==> src/design/accessory_packet_framer_macros.svh <==
// Assertion helpers shared by the framer modules.
// Each one is clocked on clk_i and quiet while rst_ni is low.
`ifndef ACCESSORY_PACKET_FRAMER_MACROS_SVH
`define ACCESSORY_PACKET_FRAMER_MACROS_SVH

// Plain property, checked every cycle out of reset.
`define AFP_ASSERT(lbl, prop, msg) \
  lbl: assert property (@(posedge clk_i) disable iff (!rst_ni) (prop)) else $error(msg);

// Same-cycle implication.
`define AFP_ASSERT_IMPL(lbl, ante, cons, msg) \
  lbl: assert property (@(posedge clk_i) disable iff (!rst_ni) (ante) |-> (cons)) \
    else $error(msg);

// Next-cycle implication.
`define AFP_ASSERT_NEXT(lbl, ante, cons, msg) \
  lbl: assert property (@(posedge clk_i) disable iff (!rst_ni) (ante) |=> (cons)) \
    else $error(msg);

`endif

==> src/design/afp_pkg.sv <==
package afp_pkg;

  localparam logic [7:0]  SofReset       = 8'h55;
  localparam logic [7:0]  ExtLingoReset  = 8'd4;
  localparam logic [15:0] ShortLenMax    = 16'h00FC;
  localparam int          MaxPayloadDflt = 1024;
  localparam int          QueueDepth     = 2;

  typedef enum logic {
    CfgSofValue      = 1'b0,
    CfgExtendedLingo = 1'b1
  } cfg_idx_e;

  typedef struct packed {
    logic        start_req;
    logic [7:0]  lingo;
    logic [15:0] command;
    logic [15:0] xact_id;
    logic        xact_id_present;
    logic [10:0] payload_length;
    logic [7:0]  data;
  } in_item_t;

  typedef struct packed {
    logic [7:0] out_byte;
    logic       end_of_packet;
    logic       last;
  } out_item_t;

  // Classified request handed from the front to the back.
  typedef struct packed {
    logic        is_start;
    logic        ext;
    logic        long_len;
    logic        has_tid;
    logic        close;
    logic [7:0]  lingo;
    logic [15:0] command;
    logic [15:0] xact_id;
    logic [15:0] len;
    logic [7:0]  data;
  } cmd_t;

endpackage

==> src/design/afp_queue.sv <==
`include "accessory_packet_framer_macros.svh"

module afp_queue #(
  parameter int Depth = afp_pkg::QueueDepth
) (
  input  logic          clk_i,
  input  logic          rst_ni,
  input  logic          push_i,
  input  afp_pkg::cmd_t push_item_i,
  output logic          full_o,
  input  logic          pop_i,
  output logic          head_valid_o,
  output afp_pkg::cmd_t head_item_o
);

  localparam int PtrW = (Depth > 1) ? $clog2(Depth) : 1;
  localparam int CntW = $clog2(Depth + 1);

  afp_pkg::cmd_t   mem_q [Depth];
  logic [PtrW-1:0] wptr_q, rptr_q;
  logic [CntW-1:0] cnt_q;

  assign full_o       = (cnt_q == CntW'(Depth));
  assign head_valid_o = (cnt_q != '0);
  assign head_item_o  = mem_q[rptr_q];

  always_ff @(posedge clk_i or negedge rst_ni) begin
    if (!rst_ni) begin
      wptr_q <= '0;
      rptr_q <= '0;
      cnt_q  <= '0;
    end else begin
      if (push_i) begin
        wptr_q <= (wptr_q == PtrW'(Depth - 1)) ? '0 : wptr_q + 1'b1;
      end
      if (pop_i) begin
        rptr_q <= (rptr_q == PtrW'(Depth - 1)) ? '0 : rptr_q + 1'b1;
      end
      if (push_i && !pop_i) begin
        cnt_q <= cnt_q + 1'b1;
      end else if (pop_i && !push_i) begin
        cnt_q <= cnt_q - 1'b1;
      end
    end
  end

  always_ff @(posedge clk_i) begin
    if (push_i) begin
      mem_q[wptr_q] <= push_item_i;
    end
  end

  `AFP_ASSERT_IMPL(a_no_push_full, push_i, !full_o, "push into full queue")
  `AFP_ASSERT_IMPL(a_no_pop_empty, pop_i, head_valid_o, "pop from empty queue")

endmodule

==> src/design/afp_front.sv <==
module afp_front #(
  parameter int MaxPayload = afp_pkg::MaxPayloadDflt
) (
  input  logic              clk_i,
  input  logic              rst_ni,
  input  logic              in_valid_i,
  output logic              in_ready_o,
  input  afp_pkg::in_item_t in_item_i,
  input  logic [7:0]        ext_lingo_i,
  input  logic              q_full_i,
  output logic              push_o,
  output afp_pkg::cmd_t     push_item_o
);

  logic        open_q, open_d;
  logic [10:0] remaining_q, remaining_d;
  logic        accept;
  logic [10:0] plen_sat;
  logic [10:0] rem_after;
  logic        ext;

  assign in_ready_o = !q_full_i;
  assign accept     = in_valid_i && in_ready_o;

  always_comb begin
    plen_sat = ({6'b0, in_item_i.payload_length} > 17'(MaxPayload))
             ? 11'(MaxPayload) : in_item_i.payload_length;
    ext       = (in_item_i.lingo == ext_lingo_i);
    rem_after = (remaining_q != '0) ? remaining_q - 11'd1 : '0;

    push_item_o.is_start = in_item_i.start_req;
    push_item_o.ext      = ext;
    push_item_o.has_tid  = in_item_i.xact_id_present;
    push_item_o.lingo    = in_item_i.lingo;
    push_item_o.command  = in_item_i.command;
    push_item_o.xact_id  = in_item_i.xact_id;
    push_item_o.data     = in_item_i.data;
    push_item_o.len      = 16'd1 + (ext ? 16'd2 : 16'd1)
                         + (in_item_i.xact_id_present ? 16'd2 : 16'd0)
                         + 16'(plen_sat);
    push_item_o.long_len = (push_item_o.len > afp_pkg::ShortLenMax);
    push_item_o.close    = in_item_i.start_req ? (plen_sat == '0) : (rem_after == '0);

    // Drop payload bytes that arrive with no open packet.
    push_o = accept && (in_item_i.start_req || open_q);

    open_d      = open_q;
    remaining_d = remaining_q;
    if (push_o) begin
      if (push_item_o.close) begin
        open_d      = 1'b0;
        remaining_d = '0;
      end else begin
        open_d      = 1'b1;
        remaining_d = in_item_i.start_req ? plen_sat : rem_after;
      end
    end
  end

  always_ff @(posedge clk_i or negedge rst_ni) begin
    if (!rst_ni) begin
      open_q      <= 1'b0;
      remaining_q <= '0;
    end else begin
      open_q      <= open_d;
      remaining_q <= remaining_d;
    end
  end

endmodule

==> src/design/afp_back.sv <==
`include "accessory_packet_framer_macros.svh"

module afp_back (
  input  logic               clk_i,
  input  logic               rst_ni,
  input  logic               head_valid_i,
  input  afp_pkg::cmd_t      head_item_i,
  output logic               pop_o,
  input  logic [7:0]         sof_value_i,
  output logic               out_valid_o,
  input  logic               out_ready_i,
  output afp_pkg::out_item_t out_item_o
);

  typedef enum logic [3:0] {
    StFirst, StSof, StLen0, StLenHi, StLenLo, StLingo,
    StCmdHi, StCmdLo, StTidHi, StTidLo, StData, StCsum
  } step_e;

  step_e              step_q, cur, nxt;
  logic [7:0]         sum_q, sum_d;
  logic               out_valid_q;
  afp_pkg::out_item_t out_q;
  logic [7:0]         byte_c;
  logic               done;
  logic               advance;

  assign advance     = head_valid_i && (!out_valid_q || out_ready_i);
  assign pop_o       = advance && done;
  assign out_valid_o = out_valid_q;
  assign out_item_o  = out_q;

  always_comb begin
    cur    = (step_q == StFirst) ? (head_item_i.is_start ? StSof : StData) : step_q;
    byte_c = '0;
    nxt    = StFirst;
    done   = 1'b0;
    case (cur)
      StSof: begin
        byte_c = sof_value_i;
        nxt    = head_item_i.long_len ? StLen0 : StLenLo;
      end
      StLen0: begin
        byte_c = 8'h00;
        nxt    = StLenHi;
      end
      StLenHi: begin
        byte_c = head_item_i.len[15:8];
        nxt    = StLenLo;
      end
      StLenLo: begin
        byte_c = head_item_i.len[7:0];
        nxt    = StLingo;
      end
      StLingo: begin
        byte_c = head_item_i.lingo;
        nxt    = head_item_i.ext ? StCmdHi : StCmdLo;
      end
      StCmdHi: begin
        byte_c = head_item_i.command[15:8];
        nxt    = StCmdLo;
      end
      StCmdLo: begin
        byte_c = head_item_i.command[7:0];
        if (head_item_i.has_tid) begin
          nxt = StTidHi;
        end else if (head_item_i.close) begin
          nxt = StCsum;
        end else begin
          done = 1'b1;
        end
      end
      StTidHi: begin
        byte_c = head_item_i.xact_id[15:8];
        nxt    = StTidLo;
      end
      StTidLo, StData: begin
        byte_c = (cur == StData) ? head_item_i.data : head_item_i.xact_id[7:0];
        if (head_item_i.close) begin
          nxt = StCsum;
        end else begin
          done = 1'b1;
        end
      end
      StCsum: begin
        byte_c = 8'd0 - sum_q;
        done   = 1'b1;
      end
      default: begin
        done = 1'b1;
      end
    endcase

    // Restart the sum on SOF; the checksum covers everything after it.
    case (cur)
      StSof:   sum_d = '0;
      StCsum:  sum_d = '0;
      default: sum_d = sum_q + byte_c;
    endcase
  end

  always_ff @(posedge clk_i or negedge rst_ni) begin
    if (!rst_ni) begin
      step_q      <= StFirst;
      sum_q       <= '0;
      out_valid_q <= 1'b0;
    end else if (advance) begin
      step_q                <= done ? StFirst : nxt;
      sum_q                 <= sum_d;
      out_valid_q           <= 1'b1;
      out_q.out_byte        <= byte_c;
      out_q.end_of_packet   <= (cur == StCsum);
      out_q.last            <= done;
    end else if (out_ready_i) begin
      out_valid_q <= 1'b0;
    end
  end

  `AFP_ASSERT_IMPL(a_mid_item_has_head, step_q != StFirst, head_valid_i,
                   "sequencer mid-item with empty queue")
  `AFP_ASSERT_IMPL(a_eop_is_last, out_valid_o && out_item_o.end_of_packet,
                   out_item_o.last, "checksum byte not marked last")
  `AFP_ASSERT_NEXT(a_pop_loads_last, pop_o, out_valid_o && out_item_o.last,
                   "popped request did not end with a last byte")

endmodule

==> src/design/accessory_packet_framer.sv <==
// An accepted request enters the queue, then its first byte the output register.
// Throughput: one byte per cycle while a request is queued and output is not stalled;
// start: SOF, len, lingo, command, ID if set; payload: data byte; checksum if closing.
// Input takes one request per cycle while the two-entry queue has room.
// Reset (async, active low): no open packet, queue and output empty,
// sof_value = 0x55, extended_lingo = 4.
module accessory_packet_framer #(
  parameter int MaxPayload = afp_pkg::MaxPayloadDflt
) (
  input  logic               clk_i,
  input  logic               rst_ni,
  input  logic               in_valid_i,
  output logic               in_ready_o,
  input  afp_pkg::in_item_t  in_item_i,
  output logic               out_valid_o,
  input  logic               out_ready_i,
  output afp_pkg::out_item_t out_item_o,
  input  logic               cfg_we_i,
  input  logic               cfg_idx_i,
  input  logic [7:0]         cfg_wdata_i
);

  logic [7:0]    sof_value_q;
  logic [7:0]    ext_lingo_q;
  logic          q_full;
  logic          push;
  afp_pkg::cmd_t push_item;
  logic          pop;
  logic          head_valid;
  afp_pkg::cmd_t head_item;

  always_ff @(posedge clk_i or negedge rst_ni) begin
    if (!rst_ni) begin
      sof_value_q <= afp_pkg::SofReset;
      ext_lingo_q <= afp_pkg::ExtLingoReset;
    end else if (cfg_we_i) begin
      case (afp_pkg::cfg_idx_e'(cfg_idx_i))
        afp_pkg::CfgSofValue:      sof_value_q <= cfg_wdata_i;
        afp_pkg::CfgExtendedLingo: ext_lingo_q <= cfg_wdata_i;
        default: ;
      endcase
    end
  end

  afp_front #(
    .MaxPayload(MaxPayload)
  ) u_front (
    .clk_i       (clk_i),
    .rst_ni      (rst_ni),
    .in_valid_i  (in_valid_i),
    .in_ready_o  (in_ready_o),
    .in_item_i   (in_item_i),
    .ext_lingo_i (ext_lingo_q),
    .q_full_i    (q_full),
    .push_o      (push),
    .push_item_o (push_item)
  );

  afp_queue #(
    .Depth(afp_pkg::QueueDepth)
  ) u_queue (
    .clk_i        (clk_i),
    .rst_ni       (rst_ni),
    .push_i       (push),
    .push_item_i  (push_item),
    .full_o       (q_full),
    .pop_i        (pop),
    .head_valid_o (head_valid),
    .head_item_o  (head_item)
  );

  afp_back u_back (
    .clk_i        (clk_i),
    .rst_ni       (rst_ni),
    .head_valid_i (head_valid),
    .head_item_i  (head_item),
    .pop_o        (pop),
    .sof_value_i  (sof_value_q),
    .out_valid_o  (out_valid_o),
    .out_ready_i  (out_ready_i),
    .out_item_o   (out_item_o)
  );

endmodule
==> config.mk <==
export PLATFORM = sky130hd
export DESIGN_NAME = accessory_packet_framer
export DESIGN_NICKNAME = d
export VERILOG_FILES = /design/src/design/afp_pkg.sv /design/src/design/afp_queue.sv /design/src/design/afp_front.sv /design/src/design/afp_back.sv /design/src/design/accessory_packet_framer.sv
export VERILOG_INCLUDE_DIRS = /design/src /design/src/design
export SDC_FILE = /design/constraint.sdc
export NUM_CORES = 1
export LEC_CHECK = 0
export ABC_AREA = 1
export BUFFER_PORTS_ARGS = -buffer_cell sky130_fd_sc_hd__buf_4
export CAP_MARGIN = 15
export CORE_UTILIZATION = 45
export DETAILED_ROUTE_END_ITERATION = 8
export GPL_TIMING_DRIVEN = 0
export PLACE_DENSITY = 0.67
export SYNTH_ARGS = -nofsm -noshare
export SYNTH_HDL_FRONTEND = slang
export SYNTH_SLANG_ARGS = --single-unit
==> constraint.sdc <==
create_clock -name clk_i -period 5.4 [get_ports clk_i]
set_input_delay 1.08 -clock clk_i [delete_from_list [all_inputs] [get_ports clk_i]]
set_output_delay 1.08 -clock clk_i [all_outputs]
set_load 0.02 [all_outputs]
# Word level (Yosys, flattened, before mapping)
# Memories as Yosys holds them, arrays and structs flattened.
# Cells that the tools add are included.
# word_totals
reg_bits	55
latch_bits	0
ramBits	138
rom_bits	0
input_bits	75
memories	1
# memory_table
memory	depth	width	read_ports	rd_ports_with_merged_regs	wr	line_no	rtl
u_queue.mem_q	2	69	1	0	1	afp_queue.sv:19	afp_pkg::cmd_t mem_q [Depth];
# classes
add_sub_neg	10
mul	0
div_mod_pow	0
magnitude_cmp	2
n_eq_ne	13
n_shift	0
muxes	30
n_bitwise	1
reduce_logical	25
# ops
cell	count
one-hot mux 8 bit (9 select lines)	1
two-way mux 11 bit	4
one-hot mux 4 bit (9 select lines)	1
zero test 11 bit	2
two-way mux 4 bit	5
adder 1 x 16 -> 16 bit (first input constant)	1
adder 16 x 11 -> 16 bit	1
adder 16 bit	1
== test 4 x 3 -> 1 bit (second input constant)	4
== test 4 bit (second input constant)	4
> comparator 16 x 8 -> 1 bit (second input constant)	1
two-way mux 8 bit	2
> comparator 11 bit (second input constant)	1
two-way mux 1 bit	11
nonzero test 11 bit	1
subtractor 11 x 1 -> 11 bit (second input constant)	1
adder 8 bit	1
== test 4 x 2 -> 1 bit (second input constant)	2
== test 8 bit	1
two-way mux 2 bit	4
subtractor 1 x 8 -> 8 bit (first input constant)	1
OR reduction 7 bit	1
logical AND 1 bit	6
AND reduction 2 bit	3
other kinds (13)	21

# Depth between registers and ports, before layout
# Gate-level depths: netlist of the first run.
# An unclocked memory read counts as a cell.
# logic_depth
ltp_word	10
ltp_mapped	21
ltp_nobuf	20

# By module
# From an unflattened synthesis of the first run, not the netlist that was laid out.
# hier_totals
hier_cells	903
hier_area_um2	10328.7
# modules_own_cells
module	instances	cells_each	area_per_inst_um2
afp_queue	1	240	5537.8
afp_back	1	279	2129.5
afp_front	1	314	1991.9
accessory_packet_framer	1	70	669.4

# Worst setup path before layout of the first run
# No wires, ideal clock.
# synth_path
path_kind	in2reg
start	in in_valid_i
end	mem u_queue.mem_q[0][0] (netlist bit) (enable)
arrival_ns	4.328
t_required_ns	4.911
slack_ns	0.584
cell_stages	4
path_buffers	2
path_cell_list	o211ai_1 clkbuf_1 clkbuf_1 nor2_1
# synth_via
elab_chain_cells	4
# synth_lines
item	line_no	rtl
start: declaration	accessory_packet_framer.sv:12	input logic in_valid_i,
logical AND 1 bit	afp_front.sv:23	assign accept = in_valid_i && in_ready_o;
logical AND 1 bit	afp_front.sv:45	push_o = accept && (in_item_i.start_req || open_q);
two-way mux 1 bit	afp_queue.sv:48	if (push_i) begin
two-way mux 1 bit (implied by the code)	afp_queue.sv:49	mem_q[wptr_q] <= push_item_i;
end: declaration	afp_queue.sv:19	
# No other way between the ends.

# Worst setup path in the final report of the first run
# layout_path
start	reg u_queue.rptr_q
end	reg u_back.sum_q[6]
# layout_via
elab_chain_cells	8
word_cells_on_any_way	19
classes_between	add/sub: 1; eq/ne: 10; mux: 5; reduce/logical: 2; memory: 1
# layout_lines
item	line_no	rtl
start: declaration	afp_queue.sv:20	logic [PtrW-1:0] wptr_q, rptr_q;
start signal: assignment	afp_queue.sv:37	rptr_q <= (rptr_q == PtrW'(Depth - 1)) ? '0 : rptr_q + 1'b1;
memory read (2 x 69 bit) *	-	
two-way mux 4 bit (2 in a row)	afp_back.sv:34	cur = (step_q == StFirst) ? (head_item_i.is_start ? StSof : StData) : step_q;
== test 4 bit (on tied branches)	afp_back.sv:38, afp_back.sv:78	
two-way mux 8 bit / OR reduction 2 bit (equally long branches)	afp_back.sv:78, afp_back.sv:38	
one-hot mux 8 bit (9 select lines) *	afp_back.sv:38	case (cur)
net u_back.byte_c[0]	afp_back.sv:24	logic [7:0] byte_c;
adder 8 bit *	afp_back.sv:98	default: sum_d = sum_q + byte_c;
two-way mux 8 bit *	afp_back.sv:95	case (cur)
end signal: assignment	afp_back.sv:109	sum_q <= sum_d;
end: declaration	afp_back.sv:21	logic [7:0] sum_q, sum_d;
# Mark *: on every way through the listed nets, which the timed path passes. The rest lies on a longest branch.
# A chain may end at the register's enable or synchronous reset.

==> implementation parameters, run 1 <==
Parameter                              Value

Worst setup path
  Critical Path Source Type    flip-flop
  Delay of the slowest cell on the worst path    0.88 ns
  Delay-heaviest family, CP    compound AO/OA/AOI/OAI gates
  Arr. time, crit path    4.54 ns
  Crit path max fanout    10
  Critical Path Stages    14
  Cell with the largest stage delay on the worst path    sky130_fd_sc_hd__a2111oi_0
  Crit. End Element    flip-flop
  Depth of the worst register-to-register path    14
  List of cells traversed by the critical path    inv_2, clkbuf_1, clkbuf_1, nand2_1, a21oi_1, a2111oi_0, nand4_1, ha_1, fa_1, a31oi_1, o21ai_0, a21oi_1, xor2_1, o22ai_1
  Required time worst endpoint    5.71 ns
  Class of the most critical setup path    flip-flop to flip-flop
  Critical path buffer and inverter count    3

Timing
  Crit path time final    4.23 ns
  Worst slew margin    33.2%
  Final total negative setup slack    0 ns
  Final Hold Slack    0.501 ns
  Final clock skew    0.0131 ns
  Unrepaired setup endpoints after global routing    no
  FMAX    236 MHz
  Final cycle utilization of the critical path    78.3%
  Number of setup violations in the final report    0
  Hold Vio Cnt, Final    0
  Slew Viols, Final    0
  Smallest setup slack after layout    1.17 ns
  Slew at the pin with the worst max-slew slack    0.977 ns

Yosys
  Cells taking the most area after synthesis    sky130_fd_sc_hd__edfxtp_1 49%, sky130_fd_sc_hd__dfrtp_1 12%, sky130_fd_sc_hd__nand2_1 8.6%, sky130_fd_sc_hd__inv_1 3.0%, sky130_fd_sc_hd__nand3_1 2.8%
  Number of cells produced by synthesis    818
  Combined area of all synthesized cells    8610 um2
  Prevailing post-synth register cell    sky130_fd_sc_hd__edfxtp_1
  Commonest cells post-synth    197 x sky130_fd_sc_hd__nand2_1, 140 x sky130_fd_sc_hd__edfxtp_1, 68 x sky130_fd_sc_hd__inv_1
  Sequential fraction of the synthesis area    62.0%
  Syn_area_per_cell    10.5 um2
  Most frequently used cell type in the post-synthesis netlist    sky130_fd_sc_hd__nand2_1
  Number of storage elements in the synthesis netlist    185
  Area fraction of the dominant cell type after synthesis    48.8%
  Area leader, netlist    sky130_fd_sc_hd__edfxtp_1
  Post-synthesis async set-or-reset flop share    24.3%
  Number of enable flip-flop cells after synthesis    140
  Number of different library cells in the post-synthesis netlist    55
  Total number of yosys warnings    0

Pwr
  Worst supply voltage drop on vdd    0.297 mV
  Static leakage power    0.00428 uW
  Power density over the cells    551 nW/um2

Global routing
  Pin count of the biggest net entering global routing    47
  Global-route wire length before repair    32800 um
  Gr ovfl total    0
  Vias in the first global route    6113
  Overall Global Routing Usage    22.4%
  Number of antenna violations at the first check in global routing    0

Placement
  Post-detail-place hpwl    15200 um
  Setup slack at placement    1.22 ns
  Port Buffers    86
  Routability Congestion    0.904
  Dpl cells    1144

Clock tree
  Setup Fix Bufs, Post-CTS    0
  Insertion delay of the later-clocked pin in the worst-skew pair    0.43 ns
  Number of H-tree levels    4
  Clock-pin slew on the worst setup and hold paths    0.07 ns
  Clock tree sinks    185
  Maximum clock path buffer count    2
  Post_cts resized    0
  Clk root buf    sky130_fd_sc_hd__clkbuf_16
  TritonCTS clock tree    built
  Number of buffers created by CTS    17
  Hold buffer count at cts    0

Route
  Via density per instance    5.33
  Highest signal layer in the routed design    met4
  Overall via count from detail_route    6279
  Met3 layer wire length in the routed design    1260 um
  Initial drt markers    545
  DRT antenna net count    0
  DRC Markers    0
  Detailed-route wire length per cell    17.6 um
  Detailed route wirelength on metal2    10200 um
  Routed Wire Length    20700 um
  Detailed-router iteration count before antenna repair    5
  Met1 wire length    8900 um

Layout
  Layout cells sized above 1    18.6%
  Post-route core utilization    54.8%
  Nets@finish    1021
  Synthesis-to-layout area growth    19.1%
  Number of inserted diodes    0
  Number of standard cells in the final layout excluding fillers    1177

Floorplanning
  Area of the die    19700 um2
  Area of the core    18700 um2
  Floorplan die width    140 um
  Die outline height    140 um
  Standard-cell rows    50
  Initial core utilization    46.0%
  Number of ports placed on the die boundary    87

Worst hold path
  Number of stages on the worst hold path    2
  Worst hold-check path type    flip-flop to flip-flop

Run
  Maxcap violations    0

Outcome
  Status    finished, final reports clean
## cell families after synthesis
group / count (synthesis) / synth area share (%)
other: 1 / 0.0435
DFF: 185 / 62.0
xor gates and xnor gates: 25 / 2.54
buffers and inverters: 99 / 4.62
adders and majority gates: 16 / 2.59
muxes: 11 / 1.32
and+or+nand+nor: 339 / 17.4
AOI/OAI and AO/OA: 142 / 9.47
## worst register-to-register path: stages, from the launching register on
cell and delay (ns):
sky130_fd_sc_hd__dfrtp_1 0.48, sky130_fd_sc_hd__inv_2 0.08, sky130_fd_sc_hd__clkbuf_1 0.26, sky130_fd_sc_hd__clkbuf_1 0.37, sky130_fd_sc_hd__nand2_1 0.14, sky130_fd_sc_hd__a21oi_1 0.08
sky130_fd_sc_hd__a2111oi_0 0.88, sky130_fd_sc_hd__nand4_1 0.30, sky130_fd_sc_hd__ha_1 0.32, sky130_fd_sc_hd__fa_1 0.41, sky130_fd_sc_hd__a31oi_1 0.25, sky130_fd_sc_hd__o21ai_0 0.12
sky130_fd_sc_hd__a21oi_1 0.17, sky130_fd_sc_hd__xor2_1 0.17, sky130_fd_sc_hd__o22ai_1 0.08
## power breakdown
group	total (uW)	internal, uW	switching [uW]
combinational	2280	790	1490
sequential	2150	1970	173
clock	1220	639	583
## cells in the final DEF, fill, tap and decap left out, drive strengths merged, types with 2 or more instances in the layout
| cell | Yosys | routed |
|---|---|---|
| o21ai | 58 | 58 |
| xnor2 | 14 | 14 |
| clkbuf | 12 | 31 |
| or2 | 2 | 2 |
| a21oi | 49 | 49 |
| o31ai | 2 | 2 |
| inv | 75 | 83 |
| o21bai | 2 | 2 |
| o22ai | 7 | 7 |
| edfxtp | 140 | 140 |
| mux2 | 3 | 3 |
| a311oi | 2 | 2 |
| fa | 3 | 3 |
| nand3 | 50 | 50 |
| a31oi | 4 | 4 |
| o21a | 3 | 3 |
| xor2 | 11 | 11 |
| mux2i | 8 | 8 |
| clkinv | 4 | 9 |
| a2111oi | 4 | 4 |
| nand2 | 207 | 207 |
| nor3b | 2 | 2 |
| dfrtp | 40 | 40 |
| a22oi | 4 | 4 |
| a221oi | 2 | 2 |
| buf | 8 | 99 |
| nor2 | 44 | 44 |
| nand4 | 23 | 23 |
| dfstp | 5 | 5 |
| ha | 13 | 13 |
| nor3 | 10 | 10 |
| conb | 1 | 2 |
## state kept, by name (all words and copies together), names as in the netlist
signal,cells
u_back.out_valid_o,1
u_back.sum_q,8
u_queue.cnt_q,2
u_queue.wptr_q,1
ext_lingo_q,8
u_queue.rptr_q,1
sof_value_q,8
u_front.remaining_q,11
u_back.out_item_o,10
u_queue.mem_q,130
u_back.step_q,4
u_front.open_q,1
## stage by stage
step	total power [uW]	cell area (um2)
after floorplan	3700	8620
after global placement	4380	9550
after detailed placement	4430	9670
after CTS	5660	10200
after global routing	6040	10300
final	5650	10300
## layer usage
metal / vias to the layer above / global-route usage (%)
li1: 3080 / -
met1: 2982 / 29.4
met2: 194 / 37.1
met3: 23 / 4.85
met4: 0 / 7.00
met5: - / 0
## area by class of cell
type	count	area (um2)
flip-flops and latches	185	5340
clock buffers	18	450
repair buffers	92	749
plain buffers	20	96.3
well taps	234	293
clock inverters	14	131
fillers	1634	8450
inverters	79	302
multi-input cells	535	2900
## worst paths after layout
path                                       startpoint                                  to  slack [ns]
setup / recovery           u_queue.rptr_q$_DFFE_PN0P_         u_back.sum_q[6]$_DFFE_PN0P_        1.17
hold / removal             ext_lingo_q[2]$_DFFE_PN1P_          ext_lingo_q[2]$_DFFE_PN1P_        0.50
setup reg to reg           u_queue.rptr_q$_DFFE_PN0P_         u_back.sum_q[6]$_DFFE_PN0P_        1.17
hold reg to reg            ext_lingo_q[2]$_DFFE_PN1P_          ext_lingo_q[2]$_DFFE_PN1P_        0.50
max in group asynchronous                      rst_ni         u_back.sum_q[7]$_DFFE_PN0P_        4.32
min in group asynchronous                      rst_ni  u_front.remaining_q[9]$_DFFE_PN0P_        0.66
(Power assumes the default switching activity.)
==> run 2, diff against run 1 <==
- clock period: 5.4 -> 4.3 ns (I/O delays scaled with it)
==> run 2 against run 1 <==
Via count about the same. Maximum frequency grew 11%. Die area is the same. Global-route usage unchanged. Non-clock buffer count did not move. Clock power increased by 26%. Wire length about the same. Flip-flop and latch count unchanged. Power rose by 26%. Hold slack worse by 0.062 ns. Clock-buffer cell count is the same. Clock skew increased by 0.0011 ns. Critical path type unchanged. Largest power group unchanged.
==> implementation parameters, run 2 (synthesized netlist as in run 1, its figures left out) <==
Parameter                              Value

Timing
  Number of setup violations in the final report    0 (unchanged)
  Worst slew margin    40.7% (+7.5 points)
  Final clock skew    0.0142 ns (+0.00110 ns)
  Final cycle utilization of the critical path    88.8% (+11 points)
  Slew Viols, Final    0 (unchanged)
  FMAX    262 MHz (+11%)
  Hold Vio Cnt, Final    0 (unchanged)
  Final total negative setup slack    0 ns (unchanged)
  Crit path time final    3.82 ns (-0.410 ns)
  Unrepaired setup endpoints after global routing    no
  Slew at the pin with the worst max-slew slack    0.887 ns (-0.0904 ns)

Pwr
  Power Total    7100 uW (+26%)
  Power density over the cells    692 nW/um2 (+26%)
  Proportion of power drawn by the clock network    21.7% (about the same)
  Worst supply voltage drop on vdd    0.374 mV (+26%)
  Internal power component    4280 uW (+26%)
  Net load switching power    2830 uW (+26%)
  Static leakage power    0.00428 uW (about the same)
  Sw frac    39.8% (+0.048 points)
  Power share of the combinational group    40.4% (about the same)
  Reg power frac    38.0% (about the same)

Clock tree
  Clk root buf    sky130_fd_sc_hd__clkbuf_16
  Maximum clock path buffer count    2 (unchanged)
  Clock-pin slew on the worst setup and hold paths    0.07 ns (about the same)
  Number of H-tree levels    4 (unchanged)
  TritonCTS clock tree    built
  Insertion delay of the later-clocked pin in the worst-skew pair    0.44 ns (about the same)
  Number of buffers created by CTS    17 (unchanged)
  Clock tree sinks    185 (unchanged)

Floorplanning
  Die outline height    140 um (unchanged)
  Area of the die    19700 um2 (unchanged)
  Standard-cell rows    50 (unchanged)
  Floorplan die width    140 um (unchanged)
  Number of ports placed on the die boundary    87 (unchanged)
  Area of the core    18700 um2 (unchanged)
  Initial core utilization    46.0% (unchanged)

Route
  Routed Wire Length    20700 um (about the same)
  Overall via count from detail_route    6280 (+0.016%)
  DRC Markers    0 (unchanged)
  DRT antenna net count    0 (unchanged)
  Detailed-route wire length per cell    17.6 um (about the same)
  Via density per instance    5.34 (about the same)
  Initial drt markers    527 (-3.3%)
  Detailed-router iteration count before antenna repair    5 (unchanged)

Worst setup path
  R2r setup slk    0.48 ns (-0.69 ns)
  Class of the most critical setup path    flip-flop to flip-flop
  Crit path max fanout    10 (unchanged)
  Critical Path Source Type    flip-flop
  List of cells traversed by the critical path    inv_2, clkbuf_1, clkbuf_1, nand2_1, a21oi_1, a2111oi_2, nand4_1, ha_1, fa_1, a31oi_1, o21ai_0, a21oi_1, xor2_1, o22ai_1
  Depth of the worst register-to-register path    14 (unchanged)
  Cell with the largest stage delay on the worst path    sky130_fd_sc_hd__a2111oi_2
  Crit. End Element    flip-flop
  FF-to-FF End    u_back.sum_q[6]$_DFFE_PN0P_
  Launch point of the worst reg-to-reg path    u_queue.rptr_q$_DFFE_PN0P_
  Arr. time, crit path    4.13 ns (-0.41 ns)
  Delay of the slowest cell on the worst path    0.54 ns (-0.34 ns)
  Required time worst endpoint    4.61 ns (-1.10 ns)

Layout
  Layout cells sized above 1    18.7% (+0.11 points)
  Nets@finish    1021 (unchanged)
  Synthesis-to-layout area growth    19.1% (about the same)
  Post-route core utilization    54.9% (about the same)
  Largest reg by FF count    u_queue.mem_q
  Post-route standard cell area excluding fillers    10300 um2 (about the same)
  Commonest cells after routing, fill and taps aside    197 x sky130_fd_sc_hd__nand2_1, 140 x sky130_fd_sc_hd__edfxtp_1, 87 x sky130_fd_sc_hd__buf_4
  Flip-flop count of the largest register, all copies and words added    130 (unchanged)
  Most common library cell in the layout ignoring fill and taps    sky130_fd_sc_hd__nand2_1
  Number of inserted diodes    0 (unchanged)
  Number of standard cells in the final layout excluding fillers    1177 (unchanged)

Worst hold path
  Worst hold-check path type    input pin to async pin

Global routing
  Global-route wire length before repair    32800 um (unchanged)
  Vias in the first global route    6113 (unchanged)
  Number of antenna violations at the first check in global routing    0 (unchanged)
  Pin count of the biggest net entering global routing    47 (unchanged)
  Gr ovfl total    0 (unchanged)
  Overall Global Routing Usage    22.4% (unchanged)

Placement
  Port Buffers    86 (unchanged)
  Routability Congestion    0.904 (unchanged)
  Area after detailed placement    9670 um2 (unchanged)
  Dpl cells    1144 (unchanged)
  Post-detail-place hpwl    15200 um (unchanged)

Run
  Maxcap violations    0 (unchanged)

Outcome
  Status    finished, final reports clean
==> run 2: cell types whose count changed in the layout (fill, tap and decap cells not counted) <==
cell                        previous run  this run
sky130_fd_sc_hd__a2111oi_0             4         3
sky130_fd_sc_hd__a2111oi_2             0         1
==> run 2: power by group through the flow <==
stage | Combinational, uW | Sequential [uW] | Clock [uW]
floorplan | 1890 | 2760 | 0
global placement | 2720 | 2770 | 0
detailed placement | 2830 | 2730 | 0
CTS | 2850 | 2700 | 1560
global route | 3210 | 2740 | 1630
finish | 2870 | 2700 | 1540
==> run 2: critical path: cells and delay by family, from the launching register on <==
family | cells | cell delay (ns)
buf+inv | 3 | 0.71
simple gates | 2 | 0.37
flops | 1 | 0.49
fa+ha+maj | 2 | 0.69
xor+xnor | 1 | 0.17
compound gates | 6 | 1.25
==> run 2: metrics by stage <==
step | hold slack (ns) | setup WS [ns]
finish | 0.439 | 0.481
global route | 0.480 | 0.169
CTS | 0.448 | 0.0884
detailed placement | 0.493 | 0.120
global placement | 0.480 | -2.17
floorplan | 0.453 | -0.296
==> run 2: what timing repair did <==
item,4_1_cts,5_1_grt
resized for setup,0,2
hold buffers,0,0
setup endpoints to repair,0,1
buffers inserted,0,0
==> run 2: worst max path at each step <==
stage / start / slack [ns] / to / cells past startpoint
detailed placement: u_queue.rptr_q$_DFFE_PN0P_ / 0.12 / u_back.sum_q[6]$_DFFE_PN0P_ / 14
floorplan: in_valid_i / -0.30 / u_queue.mem_q[0][0]$_DFFE_PP_ / 4
finish: u_queue.rptr_q$_DFFE_PN0P_ / 0.48 / u_back.sum_q[6]$_DFFE_PN0P_ / 14
CTS: u_queue.rptr_q$_DFFE_PN0P_ / 0.09 / u_back.sum_q[6]$_DFFE_PN0P_ / 14
global route: u_queue.rptr_q$_DFFE_PN0P_ / 0.17 / u_back.sum_q[6]$_DFFE_PN0P_ / 13
global placement: in_item_i[60] / -2.17 / u_queue.mem_q[1][24]$_DFFE_PP_ / 5
==> run 2: metal layers <==
metal	vias up	GRT usage (%)	part of all wire [%]
met5	-	0	0
met4	0	7.00	1.9
met3	22	4.85	5.4
met2	174	37.1	49
met1	3007	29.4	44
li1	3077	-	-
==> run 2: final cells by class <==
| cell class | instances | area, um2 |
|---|---|---|
| multi-input combinational | 535 | 2900 |
| buffer | 20 | 96.3 |
| tap | 234 | 293 |
| sequential | 185 | 5340 |
| clock inverter | 14 | 131 |
| clock buffer | 18 | 450 |
| timing repair buffer | 92 | 749 |
| inverter | 79 | 302 |
| fill | 1635 | 8440 |
